===== src/rtl/rict_pkg.sv =====
// Shared constants, types and codes for the reference-counted lookup cache.
package rict_pkg;

  localparam int CACHE_ENTRIES = 32;
  localparam int IDX_W         = (CACHE_ENTRIES > 1) ? $clog2(CACHE_ENTRIES) : 1;
  localparam int NUM_W         = 16;
  localparam int REF_W         = 8;
  localparam int SLOT_W        = 5;
  localparam int QUEUE_DEPTH   = 2;
  localparam int QPTR_W        = $clog2(QUEUE_DEPTH);
  localparam int QCNT_W        = $clog2(QUEUE_DEPTH + 1);

  localparam logic [REF_W-1:0] REF_MAX = {REF_W{1'b1}};
  localparam logic [REF_W-1:0] REF_ONE = REF_W'(1);

  typedef enum logic [1:0] {
    FN_GET     = 2'd0,
    FN_DUP     = 2'd1,
    FN_RELEASE = 2'd2,
    FN_MARK    = 2'd3
  } func_e;

  typedef enum logic [1:0] {
    ST_OK       = 2'd0,
    ST_FULL     = 2'd1,
    ST_ZERO_REF = 2'd2
  } status_e;

  typedef enum logic [1:0] {
    BK_IDLE,
    BK_LOOKUP,
    BK_UPDATE
  } back_state_e;

  // Decoded item as it sits in the queue
  typedef struct packed {
    func_e             func;
    logic [NUM_W-1:0]  number;
    logic [SLOT_W-1:0] slot;
    logic              links_zero;
    logic              slot_oob;
  } cmd_t;

  // Queue head handshake towards the back end
  typedef struct packed {
    logic valid;
    cmd_t cmd;
  } queue_head_t;

endpackage


===== src/rtl/rict_front.sv =====
// Front end: decodes accepted items and queues them for the back end.
module rict_front (
  input  logic                          clk_i,
  input  logic                          rst_ni,
  input  logic                          in_valid_i,
  output logic                          in_ready_o,
  input  logic [1:0]                    func_i,
  input  logic [rict_pkg::NUM_W-1:0]    object_number_i,
  input  logic [rict_pkg::SLOT_W-1:0]   slot_in_i,
  input  logic                          links_zero_i,
  output rict_pkg::queue_head_t         head_o,
  input  logic                          pop_i
);

  rict_pkg::cmd_t                    queue_q [rict_pkg::QUEUE_DEPTH];
  logic [rict_pkg::QPTR_W-1:0]       wr_ptr_q, wr_ptr_d;
  logic [rict_pkg::QPTR_W-1:0]       rd_ptr_q, rd_ptr_d;
  logic [rict_pkg::QCNT_W-1:0]       count_q, count_d;
  rict_pkg::cmd_t                    cmd_in;
  logic                              push;
  logic                              pop;

  // Slot range check done once, here, so the back end only sees a flag
  always_comb begin
    cmd_in.func       = rict_pkg::func_e'(func_i);
    cmd_in.number     = object_number_i;
    cmd_in.slot       = slot_in_i;
    cmd_in.links_zero = links_zero_i;
    cmd_in.slot_oob   = (32'(slot_in_i) >= 32'(rict_pkg::CACHE_ENTRIES));
  end

  assign in_ready_o = (count_q != rict_pkg::QCNT_W'(rict_pkg::QUEUE_DEPTH));
  assign push       = in_valid_i && in_ready_o;
  assign pop        = pop_i && (count_q != '0);

  assign head_o.valid = (count_q != '0);
  assign head_o.cmd   = queue_q[rd_ptr_q];

  always_comb begin
    wr_ptr_d = wr_ptr_q;
    rd_ptr_d = rd_ptr_q;
    count_d  = count_q;
    if (push) begin
      wr_ptr_d = (32'(wr_ptr_q) == rict_pkg::QUEUE_DEPTH - 1) ? '0 : wr_ptr_q + 1'b1;
    end
    if (pop) begin
      rd_ptr_d = (32'(rd_ptr_q) == rict_pkg::QUEUE_DEPTH - 1) ? '0 : rd_ptr_q + 1'b1;
    end
    if (push && !pop) begin
      count_d = count_q + 1'b1;
    end else if (pop && !push) begin
      count_d = count_q - 1'b1;
    end
  end

  always_ff @(posedge clk_i or negedge rst_ni) begin
    if (!rst_ni) begin
      wr_ptr_q <= '0;
      rd_ptr_q <= '0;
      count_q  <= '0;
    end else begin
      wr_ptr_q <= wr_ptr_d;
      rd_ptr_q <= rd_ptr_d;
      count_q  <= count_d;
    end
  end

  always_ff @(posedge clk_i) begin
    if (push) begin
      queue_q[wr_ptr_q] <= cmd_in;
    end
  end

endmodule


===== src/rtl/rict_back.sv =====
// Back end: associative lookup, entry update and the result register.
module rict_back (
  input  logic                          clk_i,
  input  logic                          rst_ni,
  input  rict_pkg::queue_head_t         head_i,
  output logic                          pop_o,
  output logic                          out_valid_o,
  input  logic                          out_ready_i,
  output logic [rict_pkg::SLOT_W-1:0]   slot_out_o,
  output logic                          hit_o,
  output logic                          loaded_o,
  output logic [rict_pkg::REF_W-1:0]    ref_count_o,
  output logic                          destroy_needed_o,
  output logic [1:0]                    status_o
);

  localparam int N = rict_pkg::CACHE_ENTRIES;

  // Table storage; an entry is free when its count is zero
  logic [rict_pkg::NUM_W-1:0] number_q [N];
  logic [rict_pkg::REF_W-1:0] refs_q   [N];
  logic                       loaded_q [N];

  rict_pkg::back_state_e      state_q, state_d;
  rict_pkg::cmd_t             cmd_q;

  // Lookup stage results
  logic                       hit_q, hit_d;
  logic                       free_q, free_d;
  logic [rict_pkg::IDX_W-1:0] hit_idx_q, hit_idx_d;
  logic [rict_pkg::IDX_W-1:0] free_idx_q, free_idx_d;

  // Result register
  logic                        res_valid_q, res_valid_d;
  logic [rict_pkg::SLOT_W-1:0] res_slot_q, res_slot_d;
  logic                        res_hit_q, res_hit_d;
  logic                        res_loaded_q, res_loaded_d;
  logic [rict_pkg::REF_W-1:0]  res_refs_q, res_refs_d;
  logic                        res_destroy_q, res_destroy_d;
  rict_pkg::status_e           res_status_q, res_status_d;

  // Table write port
  logic                        wr_en;
  logic                        wr_num_en;
  logic [rict_pkg::IDX_W-1:0]  wr_idx;
  logic [rict_pkg::REF_W-1:0]  wr_refs;
  logic                        wr_loaded;

  logic                        res_free;
  logic                        do_update;
  logic                        load_cmd;
  logic [rict_pkg::IDX_W-1:0]  sel_idx;
  logic [rict_pkg::REF_W-1:0]  sel_refs;
  logic                        sel_loaded;
  logic                        destroy;

  assign res_free  = !res_valid_q || out_ready_i;
  assign do_update = (state_q == rict_pkg::BK_UPDATE) && res_free;

  // Next state
  always_comb begin
    state_d = state_q;
    unique case (state_q)
      rict_pkg::BK_IDLE: begin
        if (head_i.valid) begin
          state_d = rict_pkg::BK_LOOKUP;
        end
      end
      rict_pkg::BK_LOOKUP: begin
        state_d = rict_pkg::BK_UPDATE;
      end
      rict_pkg::BK_UPDATE: begin
        if (res_free) begin
          state_d = head_i.valid ? rict_pkg::BK_LOOKUP : rict_pkg::BK_IDLE;
        end
      end
      default: begin
        state_d = rict_pkg::BK_IDLE;
      end
    endcase
  end

  // Outputs of the sequencer
  always_comb begin
    load_cmd = 1'b0;
    unique case (state_q)
      rict_pkg::BK_IDLE:   load_cmd = head_i.valid;
      rict_pkg::BK_LOOKUP: load_cmd = 1'b0;
      rict_pkg::BK_UPDATE: load_cmd = res_free && head_i.valid;
      default:             load_cmd = 1'b0;
    endcase
  end
  assign pop_o = load_cmd;

  // Parallel compare across all entries, lowest index wins
  always_comb begin
    hit_d      = 1'b0;
    free_d     = 1'b0;
    hit_idx_d  = '0;
    free_idx_d = '0;
    for (int i = N - 1; i >= 0; i--) begin
      if ((refs_q[i] != '0) && (cmd_q.number != '0) && (number_q[i] == cmd_q.number)) begin
        hit_d     = 1'b1;
        hit_idx_d = rict_pkg::IDX_W'(i);
      end
      if (refs_q[i] == '0) begin
        free_d     = 1'b1;
        free_idx_d = rict_pkg::IDX_W'(i);
      end
    end
  end

  // Update stage
  always_comb begin
    if (cmd_q.func == rict_pkg::FN_GET) begin
      sel_idx = hit_q ? hit_idx_q : free_idx_q;
    end else begin
      sel_idx = rict_pkg::IDX_W'(cmd_q.slot);
    end
    sel_refs   = refs_q[sel_idx];
    sel_loaded = loaded_q[sel_idx];
    destroy    = (sel_refs == rict_pkg::REF_ONE) && sel_loaded && cmd_q.links_zero;

    wr_en         = 1'b0;
    wr_num_en     = 1'b0;
    wr_idx        = sel_idx;
    wr_refs       = sel_refs;
    wr_loaded     = sel_loaded;
    res_slot_d    = cmd_q.slot;
    res_hit_d     = 1'b0;
    res_loaded_d  = 1'b0;
    res_refs_d    = '0;
    res_destroy_d = 1'b0;
    res_status_d  = rict_pkg::ST_OK;

    if (cmd_q.func == rict_pkg::FN_GET) begin
      priority if (hit_q) begin
        wr_en        = 1'b1;
        wr_refs      = (sel_refs == rict_pkg::REF_MAX) ? sel_refs : sel_refs + 1'b1;
        res_slot_d   = rict_pkg::SLOT_W'(sel_idx);
        res_hit_d    = 1'b1;
        res_loaded_d = sel_loaded;
        res_refs_d   = wr_refs;
      end else if (free_q) begin
        wr_en        = 1'b1;
        wr_num_en    = 1'b1;
        wr_refs      = rict_pkg::REF_ONE;
        wr_loaded    = 1'b0;
        res_slot_d   = rict_pkg::SLOT_W'(sel_idx);
        res_refs_d   = rict_pkg::REF_ONE;
      end else begin
        res_slot_d   = '0;
        res_status_d = rict_pkg::ST_FULL;
      end
    end else if (cmd_q.slot_oob) begin
      res_status_d = rict_pkg::ST_ZERO_REF;
    end else if (sel_refs == '0) begin
      res_loaded_d = sel_loaded;
      res_status_d = rict_pkg::ST_ZERO_REF;
    end else begin
      wr_en = 1'b1;
      unique case (cmd_q.func)
        rict_pkg::FN_DUP: begin
          wr_refs = (sel_refs == rict_pkg::REF_MAX) ? sel_refs : sel_refs + 1'b1;
        end
        rict_pkg::FN_RELEASE: begin
          wr_refs       = sel_refs - 1'b1;
          wr_loaded     = destroy ? 1'b0 : sel_loaded;
          res_destroy_d = destroy;
        end
        rict_pkg::FN_MARK: begin
          wr_loaded = 1'b1;
        end
        default: begin
          wr_en = 1'b0;
        end
      endcase
      res_loaded_d = wr_loaded;
      res_refs_d   = wr_refs;
    end
  end

  always_comb begin
    res_valid_d = res_valid_q;
    if (do_update) begin
      res_valid_d = 1'b1;
    end else if (out_ready_i) begin
      res_valid_d = 1'b0;
    end
  end

  always_ff @(posedge clk_i or negedge rst_ni) begin
    if (!rst_ni) begin
      state_q     <= rict_pkg::BK_IDLE;
      res_valid_q <= 1'b0;
      for (int i = 0; i < N; i++) begin
        refs_q[i]   <= '0;
        loaded_q[i] <= 1'b0;
      end
    end else begin
      state_q     <= state_d;
      res_valid_q <= res_valid_d;
      if (do_update && wr_en) begin
        refs_q[wr_idx]   <= wr_refs;
        loaded_q[wr_idx] <= wr_loaded;
      end
    end
  end

  always_ff @(posedge clk_i) begin
    if (do_update && wr_num_en) begin
      number_q[wr_idx] <= cmd_q.number;
    end
    if (load_cmd) begin
      cmd_q <= head_i.cmd;
    end
    if (state_q == rict_pkg::BK_LOOKUP) begin
      hit_q      <= hit_d;
      free_q     <= free_d;
      hit_idx_q  <= hit_idx_d;
      free_idx_q <= free_idx_d;
    end
    if (do_update) begin
      res_slot_q    <= res_slot_d;
      res_hit_q     <= res_hit_d;
      res_loaded_q  <= res_loaded_d;
      res_refs_q    <= res_refs_d;
      res_destroy_q <= res_destroy_d;
      res_status_q  <= res_status_d;
    end
  end

  assign out_valid_o      = res_valid_q;
  assign slot_out_o       = res_slot_q;
  assign hit_o            = res_hit_q;
  assign loaded_o         = res_loaded_q;
  assign ref_count_o      = res_refs_q;
  assign destroy_needed_o = res_destroy_q;
  assign status_o         = res_status_q;

endmodule


===== src/rtl/refcounted_inode_cache_table_top.sv =====
// Top level of the reference-counted lookup cache: front queue plus back end.
//
// Reference-counted lookup cache. A fully associative table of
// rict_pkg::CACHE_ENTRIES entries, each holding an object number, an 8-bit
// saturating reference count and a loaded flag; an entry is free when its
// count is zero. Every item gives exactly one result item. Accepted items go
// into a two-item queue in the front end, so the input side keeps taking
// items while a result waits at the output, until the queue is full. The back
// end handles one item at a time: a lookup state for the parallel number
// compare across all entries with the lowest-index hit and free-entry
// search, then an update state that updates the addressed entry and loads the
// result register, and that waits while a stalled result is held. Reset
// clears all counts and flags at once; no clearing pass.
module refcounted_inode_cache_table_top (
  input  logic                          clk_i,
  input  logic                          rst_ni,
  input  logic                          in_valid_i,
  output logic                          in_ready_o,
  input  logic [1:0]                    func_i,
  input  logic [rict_pkg::NUM_W-1:0]    object_number_i,
  input  logic [rict_pkg::SLOT_W-1:0]   slot_in_i,
  input  logic                          links_zero_i,
  output logic                          out_valid_o,
  input  logic                          out_ready_i,
  output logic [rict_pkg::SLOT_W-1:0]   slot_out_o,
  output logic                          hit_o,
  output logic                          loaded_o,
  output logic [rict_pkg::REF_W-1:0]    ref_count_o,
  output logic                          destroy_needed_o,
  output logic [1:0]                    status_o
);

  rict_pkg::queue_head_t head;
  logic                  pop;

  // Decode and buffer
  rict_front u_front (
    .clk_i          (clk_i),
    .rst_ni         (rst_ni),
    .in_valid_i     (in_valid_i),
    .in_ready_o     (in_ready_o),
    .func_i         (func_i),
    .object_number_i(object_number_i),
    .slot_in_i      (slot_in_i),
    .links_zero_i   (links_zero_i),
    .head_o         (head),
    .pop_i          (pop)
  );

  // Lookup, update and result register
  rict_back u_back (
    .clk_i           (clk_i),
    .rst_ni          (rst_ni),
    .head_i          (head),
    .pop_o           (pop),
    .out_valid_o     (out_valid_o),
    .out_ready_i     (out_ready_i),
    .slot_out_o      (slot_out_o),
    .hit_o           (hit_o),
    .loaded_o        (loaded_o),
    .ref_count_o     (ref_count_o),
    .destroy_needed_o(destroy_needed_o),
    .status_o        (status_o)
  );

endmodule


===== config.mk =====
export PLATFORM = sky130hd
export DESIGN_NAME = refcounted_inode_cache_table_top
export DESIGN_NICKNAME = d
export VERILOG_FILES = /design/src/rtl/rict_pkg.sv /design/src/rtl/rict_front.sv /design/src/rtl/rict_back.sv /design/src/rtl/refcounted_inode_cache_table_top.sv
export SDC_FILE = /design/constraint.sdc
export NUM_CORES = 1
export LEC_CHECK = 0
export ABC_CLOCK_PERIOD_IN_PS = 5400
export BUFFER_PORTS_ARGS = -buffer_cell sky130_fd_sc_hd__buf_2
export CAP_MARGIN = 20
export CORE_ASPECT_RATIO = 0.7
export CORE_MARGIN = 8
export CORE_UTILIZATION = 48
export DETAILED_ROUTE_END_ITERATION = 7
export GPL_TIMING_DRIVEN = 0
export PLACE_DENSITY = 0.66
export SETUP_SLACK_MARGIN = 0.2
export SLEW_MARGIN = 20
export SYNTH_ARGS = -nofsm -noshare
export SYNTH_HDL_FRONTEND = slang
export SYNTH_SLANG_ARGS = --single-unit

===== constraint.sdc =====
create_clock -name clk_i -period 5.4 [get_ports clk_i]
set_input_delay 0.54 -clock clk_i [delete_from_list [all_inputs] [get_ports clk_i]]
set_output_delay 0.54 -clock clk_i [all_outputs]
set_load 0.03 [all_outputs]

==> results.json, run 1 <==
{
  "worst_slew_pin_slew_ns": 1.07,
  "max_cap_viol_count": 0,
  "start_util_pct": 48.3,
  "worstPathRequired_ns": 5.91,
  "seq_area_frac_synth_pct": 63.6,
  "skew_ns": 0.0431,
  "async_flop_share_pct": 32.5,
  "startpoint_type": "flip-flop",
  "drtIter0Drc": 4180,
  "p_per_area_nw_per_um2": 660,
  "syn_avg_cell_area_um2": 12.7,
  "avgRoutedWirePerCell_um": 27.9,
  "dieArea_um2": 94300,
  "hp-start": "object_number_i[12]",
  "cts_tree": "yes",
  "r2r-start": "u_back.hit_q",
  "layout.nets": 3453,
  "die-width_um": 364,
  "clkLatencyLatePin_ns": 0.67,
  "slew_violations": 0,
  "rr_worst_depth": 18,
  "synth_ff_type": "edfxtp_1",
  "met2WireLength_mm": 51.5,
  "antenna_found_initial": 2,
  "rsz0062_at_grt": "true",
  "finalWirelength_mm": 129,
  "synth_area_leader_cell": "edfxtp_1",
  "worst_ep_arrival_time_ns": 5.71,
  "crit_path_max_fanout": 10,
  "syn_nets": 3229,
  "synth_top_area_share_pct": 45.4,
  "outcome": "finished, final reports clean",
  "fill_cells": 6825,
  "grt_usage_pct": 26.9,
  "placementRows": 89,
  "grt_pass1_wl_mm": 185,
  "ys_warn_count": 0,
  "synth_edf_count": 614,
  "dp_hpwl_mm": 88.6,
  "vias_per_cell": 6.01,
  "postSynthCellCount": 3193,
  "antenna_left": 0,
  "endpoint_kind": "flip-flop",
  "drive_gt1_share_pct": 17.5,
  "dr_total_vias": 27840,
  "r2r_end": "u_back.loaded_q[15]",
  "clk_pin_slew_ns": 0.06,
  "setup_slack_ns": 0.194,
  "cts_buffer_depth": 3,
  "min_path_type": "primary input to flip-flop",
  "yosysMostFrequentCell": "edfxtp_1",
  "power.leakage_nw": 17.5,
  "fp.dieH_um": 259,
  "grt_pass1_vias": 25898,
  "setup_viol": 0,
  "hold_depth": 1,
  "ir_worst_vdd_uv": 428,
  "drtPass1Iterations": 7,
  "cts_made_buffers": 89,
  "r2r_setup_slack_ns": 0.19,
  "finalNonFillerCells": 4630,
  "timing.final.hold_violations": 0,
  "htree_levels": 3,
  "io_buffers": 47,
  "wl_met3_mm": 17.5,
  "setup.worst_path.class": "flip-flop to flip-flop",
  "highest-signal-layer": "met4",
  "syn_to_final_growth_pct": 17.1,
  "period_share_pct": 96.4,
  "ys_top_cells_by_count": "edfxtp_1, nand2_1, dfrtp_1, xnor2_1, xor2_1",
  "gp_congestion": 0.993,
  "maxSlewHeadroom_pct": 28.9,
  "core_area_um2": 84000,
  "ys_types": 66,
  "m1WireLength_mm": 57.3,
  "final.min_clock_period_ns": 5.21,
  "clockRootBuffer": "clkbuf_16",
  "fmaxAchievable_mhz": 192,
  "post-place-ws_ns": -2.11,
  "syn_area_um2": 40600,
  "drc": 0,
  "dp.cells": 4419,
  "ys_top_cells_by_area": "edfxtp_1, dfrtp_1, xnor2_1",
  "min_to": "u_front.queue_q[0][18]",
  "grt_max_degree": 88,
  "synth-seq-cells": 909,
  "gr-total-overflow": 0,
  "clock_sinks": 909,
  "io_pins": 48
}
-- stage by stage --
step / utilization [%] / power, mW / TNS (ns) / hold WS [ns] / area [µm²]
after floorplan: - / 16.9 / 0 / 0.244 / 40600
after global placement: 50.3 / 22.3 / -1235.44 / 0.451 / 42200
after detailed placement: 51.3 / 22.9 / -613.79 / 0.471 / 43100
after CTS: 56.2 / 30.5 / 0 / 0.0406 / 47200
after global routing: 56.6 / 32.2 / 0 / 0.0504 / 47500
final: 56.6 / 31.4 / 0 / 0.0686 / 47500
-- layout make-up --
type,instances,area (µm²),area share [%]
Tap cell,1137,1420,2.99
Antenna cell,1,2.50,0.00527
Clock inverter,57,559,1.18
Multi-Input combinational cell,2082,14300,30.1
Inverter,23,86.3,0.182
Sequential cell,909,25800,54.3
Buffer,177,1440,3.03
Timing Repair Buffer,135,1390,2.93
Clock buffer,109,2480,5.23
-- worst max-delay path by stage --
| stage | slack, ns | cells past startpoint | end | start |
|---|---|---|---|---|
| 5_1_grt | 0.14 | 28 | u_back.ref_count_o[5] | u_back.cmd_q[23] |
| 4_1_cts | 0.20 | 15 | u_back.hit_idx_q[1] | u_back.cmd_q[17] |
| 3_5_place_dp | -2.11 | 25 | u_back.refs_q[83] | u_back.cmd_q[23] |
| 2_1_floorplan | 0.84 | 26 | u_back.ref_count_o[4] | u_back.cmd_q[23] |
| 6_report | 0.19 | 18 | u_back.loaded_q[15] | u_back.hit_q |
| 3_3_place_gp | -2.07 | 25 | u_back.refs_q[147] | u_back.cmd_q[23] |
-- metal layers --
layer,GRT usage [%],vias up
met4,5.96,0
met1,41.8,13924
met5,0,-
li1,-,12014
met2,36.0,1701
met3,8.78,201
-- critical path, cell delays in order, from the launching register on --
cell      delay [ns]
edfxtp_1        0.49
buf_4           0.29
mux2i_1         0.23
nand2_1         0.09
o21ai_1         0.10
buf_6           0.18
buf_8           0.22
buf_8           0.22
buf_6           0.22
buf_8           0.22
buf_2           0.46
mux4_2          0.42
a22oi_1         0.60
nand4_1         0.31
nand2_1         0.15
a21oi_1         0.06
a21oi_2         0.27
clkbuf_2        0.35
o21ai_0         0.14
-- flip-flops by register name (all words and copies together) (netlist names) --
register	flops
u_back.state_q	2
u_back.status_o	2
u_front.queue_q	48
u_back.cmd_q	24
u_back.hit_idx_q	5
u_front.rd_ptr_q	1
u_back.loaded_o	1
u_back.ref_count_o	8
u_back.out_valid_o	1
u_back.free_q	1
u_back.number_q	512
u_back.loaded_q	32
u_back.slot_out_o	5
u_front.count_q	2
u_back.hit_o	1
u_back.hit_q	1
u_front.wr_ptr_q	1
u_back.destroy_needed_o	1
u_back.free_idx_q	5
u_back.refs_q	256
-- where the power goes --
group / total, mW / internal (mW) / switching (mW)
logic: 15.2 / 4.94 / 10.2
clock network: 6.56 / 3.76 / 2.80
registers: 9.61 / 8.94 / 0.675
total: 31.4 / 17.6 / 13.7
-- cell families after synthesis --
| kind of cell | Yosys count | synth area share [%] |
|---|---|---|
| flops | 909 | 63.6 |
| mux | 192 | 5.06 |
| buf+inv | 202 | 2.44 |
| fa+ha+maj | 8 | 0.247 |
| simple gates | 888 | 10.8 |
| compound gates | 475 | 6.63 |
| xor+xnor | 519 | 11.2 |
-- what timing repair did --
action                                  4_1_cts  5_1_grt
endpoints found under the hold margin        56        0
resized for setup                           230      105
gates cloned                                  0        1
endpoints found under the setup margin      561      298
setup buffers                                36        7
hold buffers                                  1        0
pin swaps                                    13       11
-- cells in the final DEF, fill, tap and decap left out, types with 29 or more instances in the layout --
| master | count |
|---|---|
| nor4_1 | 103 |
| a21oi_1 | 52 |
| mux2i_1 | 152 |
| clkbuf_16 | 96 |
| edfxtp_1 | 614 |
| buf_2 | 74 |
| xor2_1 | 224 |
| buf_4 | 56 |
| clkbuf_1 | 30 |
| nand2_2 | 29 |
| xnor2_1 | 295 |
| nand2_1 | 360 |
| nor2_2 | 35 |
| or4_1 | 42 |
| o21ai_0 | 206 |
| buf_8 | 44 |
| o21ai_1 | 94 |
| dfrtp_1 | 295 |
| nor2_1 | 84 |
| nand4_1 | 93 |
Power figures use the tool's default switching activity.
==> inputs of run 2 (changes only) <==
--- a/config.mk
+++ b/config.mk
@@ -5,7 +5,7 @@
 export SDC_FILE = /design/constraint.sdc
 export NUM_CORES = 1
 export LEC_CHECK = 0
-export ABC_CLOCK_PERIOD_IN_PS = 5400
+export ABC_CLOCK_PERIOD_IN_PS = 6200
 export BUFFER_PORTS_ARGS = -buffer_cell sky130_fd_sc_hd__buf_2
 export CAP_MARGIN = 20
 export CORE_ASPECT_RATIO = 0.7
@@ -14,6 +14,7 @@
 export DETAILED_ROUTE_END_ITERATION = 7
 export GPL_TIMING_DRIVEN = 0
 export PLACE_DENSITY = 0.66
+export RECOVER_POWER = 50
 export SETUP_SLACK_MARGIN = 0.2
 export SLEW_MARGIN = 20
 export SYNTH_ARGS = -nofsm -noshare
==> constraint.sdc (replaced) <==
create_clock -name clk_i -period 6.2 [get_ports clk_i]
set_input_delay 0.62 -clock clk_i [delete_from_list [all_inputs] [get_ports clk_i]]
set_output_delay 0.62 -clock clk_i [all_outputs]
set_load 0.03 [all_outputs]
==> run 2 against run 1 <==
The run now ends with design-rule violations, max-capacitance violations, max-slew violations left. Wire length down 1.1%. Register-to-register slack about the same. Sequential power down 12%. Design area down 2.2%. Clock-buffer cell count unchanged. Critical path depth up 4. Clock power down 13%. Maximum frequency down 14%. Critical path type unchanged.
==> results.json, run 2 (same netlist as run 1, synthesis figures left out) <==
{
  "placementRows": 89,
  "r2r_setup_slack_ns": 0.18,
  "finalNonFillerCells": 4600,
  "syn_to_final_growth_pct": 14.5,
  "cts_made_buffers": 89,
  "fmaxAchievable_mhz": 166,
  "worst_ep_arrival_time_ns": 6.58,
  "grt_max_degree": 88,
  "dp.cells": 4419,
  "dr_total_vias": 27417,
  "antenna_left": 0,
  "cts_buffer_depth": 3,
  "top_regs": "u_back.number_q: 512 flops, u_back.refs_q: 256 flops, u_front.queue_q: 48 flops",
  "r2r_end": "u_back.refs_q[97]",
  "clock_power_share_pct": 21.7,
  "die-width_um": 364,
  "power.leakage_nw": 17.0,
  "timing.final.hold_violations": 0,
  "crit_chain": "inv_1 -> ha_4 -> nor2_1 -> a31oi_4 -> buf_12 -> buf_12 -> buf_8 -> buf_8 -> buf_8 -> mux2i_1 -> a211oi_1 -> a21oi_1 -> nand4_2 -> inv_1 -> ha_2 -> and3_1 -> buf_2 -> a21oi_2 -> a22oi_1 -> o21a_2 -> clkbuf_4 -> o21ai_0",
  "maxSlewHeadroom_pct": -114,
  "fp.dieH_um": 259,
  "layout.nets": 3423,
  "io_buffers": 47,
  "drive_gt1_share_pct": 13.1,
  "min_path_type": "primary input to flip-flop",
  "endpoint_kind": "flip-flop",
  "regMostFlops": "u_back.number_q",
  "vias_per_cell": 5.96,
  "core_area_um2": 84000,
  "fin_area_um2": 46500,
  "startpoint_type": "flip-flop",
  "avgRoutedWirePerCell_um": 27.8,
  "path_delay_family": "compound AO/OA/AOI/OAI gates",
  "slew_violations": 102,
  "gp_congestion": 0.993,
  "crit_path_max_fanout": 10,
  "swShare_pct": 44.1,
  "placed_area_um2": 43100,
  "clkLatencyLatePin_ns": 0.67,
  "slowest_stage": "a211oi_1",
  "path_common_cell": "buf_8",
  "max_cap_viol_count": 3,
  "clk_pin_slew_ns": 0.06,
  "drtIter0Drc": 3905,
  "p_per_area_nw_per_um2": 566,
  "antenna_found_initial": 2,
  "layout_commonest_cell": "edfxtp_1",
  "setup.worst_path.class": "flip-flop to flip-flop",
  "grt_pass1_vias": 25744,
  "largest_register_ffs": 512,
  "worstPathRequired_ns": 6.76,
  "ir_worst_vdd_uv": 383,
  "period_share_pct": 97.1,
  "gr-total-overflow": 0,
  "r2r-start": "u_back.cmd_q[23]",
  "seq_power_share_pct": 32.1,
  "rsz0062_at_grt": "false",
  "grt_pass1_wl_mm": 182,
  "power.switching_mw": 11.6,
  "clockRootBuffer": "clkbuf_16",
  "skew_ns": 0.0423,
  "seq_area_um2": 25800,
  "path_buf_inv": 9,
  "rr_worst_depth": 22,
  "final.min_clock_period_ns": 6.02,
  "p_comb_share_pct": 46.2,
  "critPathMaxStageDelay_ns": 0.84,
  "outcome": "finished, violations left",
  "crit_path_end": "u_back.refs_q[97]",
  "start_util_pct": 48.3,
  "grt_usage_pct": 26.6,
  "setup_viol": 0,
  "multi_input_area_um2": 14000,
  "cp_num_cells": 22,
  "cp-startpoint": "u_back.cmd_q[23]",
  "dp_hpwl_mm": 88.6,
  "cts_tree": "yes",
  "mostFrequentLayoutCells": "edfxtp_1, nand2_1, xnor2_1, dfrtp_1, xor2_1",
  "clock_sinks": 909,
  "io_pins": 48,
  "drtPass1Iterations": 8,
  "violations": "design-rule violations, max-capacitance violations, max-slew violations",
  "cellInternalPower_mw": 14.7,
  "worst_slew_pin_slew_ns": 3.21,
  "drc": 1,
  "dieArea_um2": 94300,
  "finalWirelength_mm": 128,
  "fill_cells": 6940,
  "htree_levels": 3
}
run 2: changes by cell type in the layout (fill, tap and decap cells not counted), moves of 11 or more:
| cell | delta |
|---|---|
| nand2_2 | -13 |
| buf_1 | +11 |
| clkbuf_4 | -20 |
| nand2_1 | +14 |
| buf_2 | -20 |
| clkbuf_2 | +11 |
| clkbuf_1 | +45 |
| buf_12 | -12 |
| buf_4 | -28 |
run 2: how the worst min path moves through the flow:
stage	startpoint	endpoint	slack, ns	cells after the start
floorplan	rst_ni	u_back.loaded_q[0]	0.32	0
global placement	u_back.state_q[0]	u_back.state_q[0]	0.45	1
detailed placement	u_back.loaded_q[1]	u_back.loaded_q[1]	0.47	2
CTS	object_number_i[12]	u_front.queue_q[1][18]	0.12	1
global route	object_number_i[12]	u_front.queue_q[0][18]	0.13	1
finish	object_number_i[12]	u_front.queue_q[0][18]	0.14	1
run 2: per-layer routing:
| metal | GRT usage, % | vias up | part of all wire [%] |
|---|---|---|---|
| met3 | 10.0 | 205 | 14 |
| met4 | 6.86 | 4 | 2.7 |
| met2 | 35.3 | 1638 | 39 |
| met1 | 40.3 | 13632 | 44 |
| met5 | 2.22 | - | 0.17 |
| li1 | - | 11938 | - |
run 2: what timing repair did:
action,4_1_cts,5_1_grt
gates resized for setup,66,65
hold buffers,1,0
setup endpoints to repair,319,297
setup buffers,15,2
endpoints found under the hold margin,56,0
pin swaps,7,2
run 2: through the flow:
stage          hold WS (ns)  TNS [ns]  setup slack, ns  utilization [%]  power (mW)
2_1_floorplan         0.324         0             1.64                -        14.7
3_3_place_gp          0.451   -612.76            -1.27             50.3        19.5
5_1_grt               0.130         0            0.194             55.3        27.0
4_1_cts               0.121         0            0.205             55.3        25.9
3_5_place_dp          0.471   -258.93            -1.31             51.3        20.0
6_report              0.143         0            0.181             55.3        26.3
run 2: power groups by stage:
| stage | Combinational, mW | Clock (mW) | Sequential [mW] |
|---|---|---|---|
| after floorplan | 6.18 | 0 | 8.52 |
| after global placement | 10.1 | 0 | 9.31 |
| after detailed placement | 11.4 | 0 | 8.55 |
| after CTS | 11.8 | 5.72 | 8.43 |
| after global routing | 12.6 | 5.95 | 8.51 |
| final | 12.2 | 5.71 | 8.45 |
run 2: cell type report:
| type | count | share of cell area [%] |
|---|---|---|
| clock buffer | 109 | 5.34 |
| multi-input combinational | 2082 | 30.0 |
| sequential | 909 | 55.6 |
| timing repair buffer | 107 | 2.18 |
| inverter | 23 | 0.186 |
| antenna | 1 | 0.00539 |
| clock inverter | 57 | 1.20 |
| tap | 1137 | 3.06 |
| buffer | 175 | 2.41 |
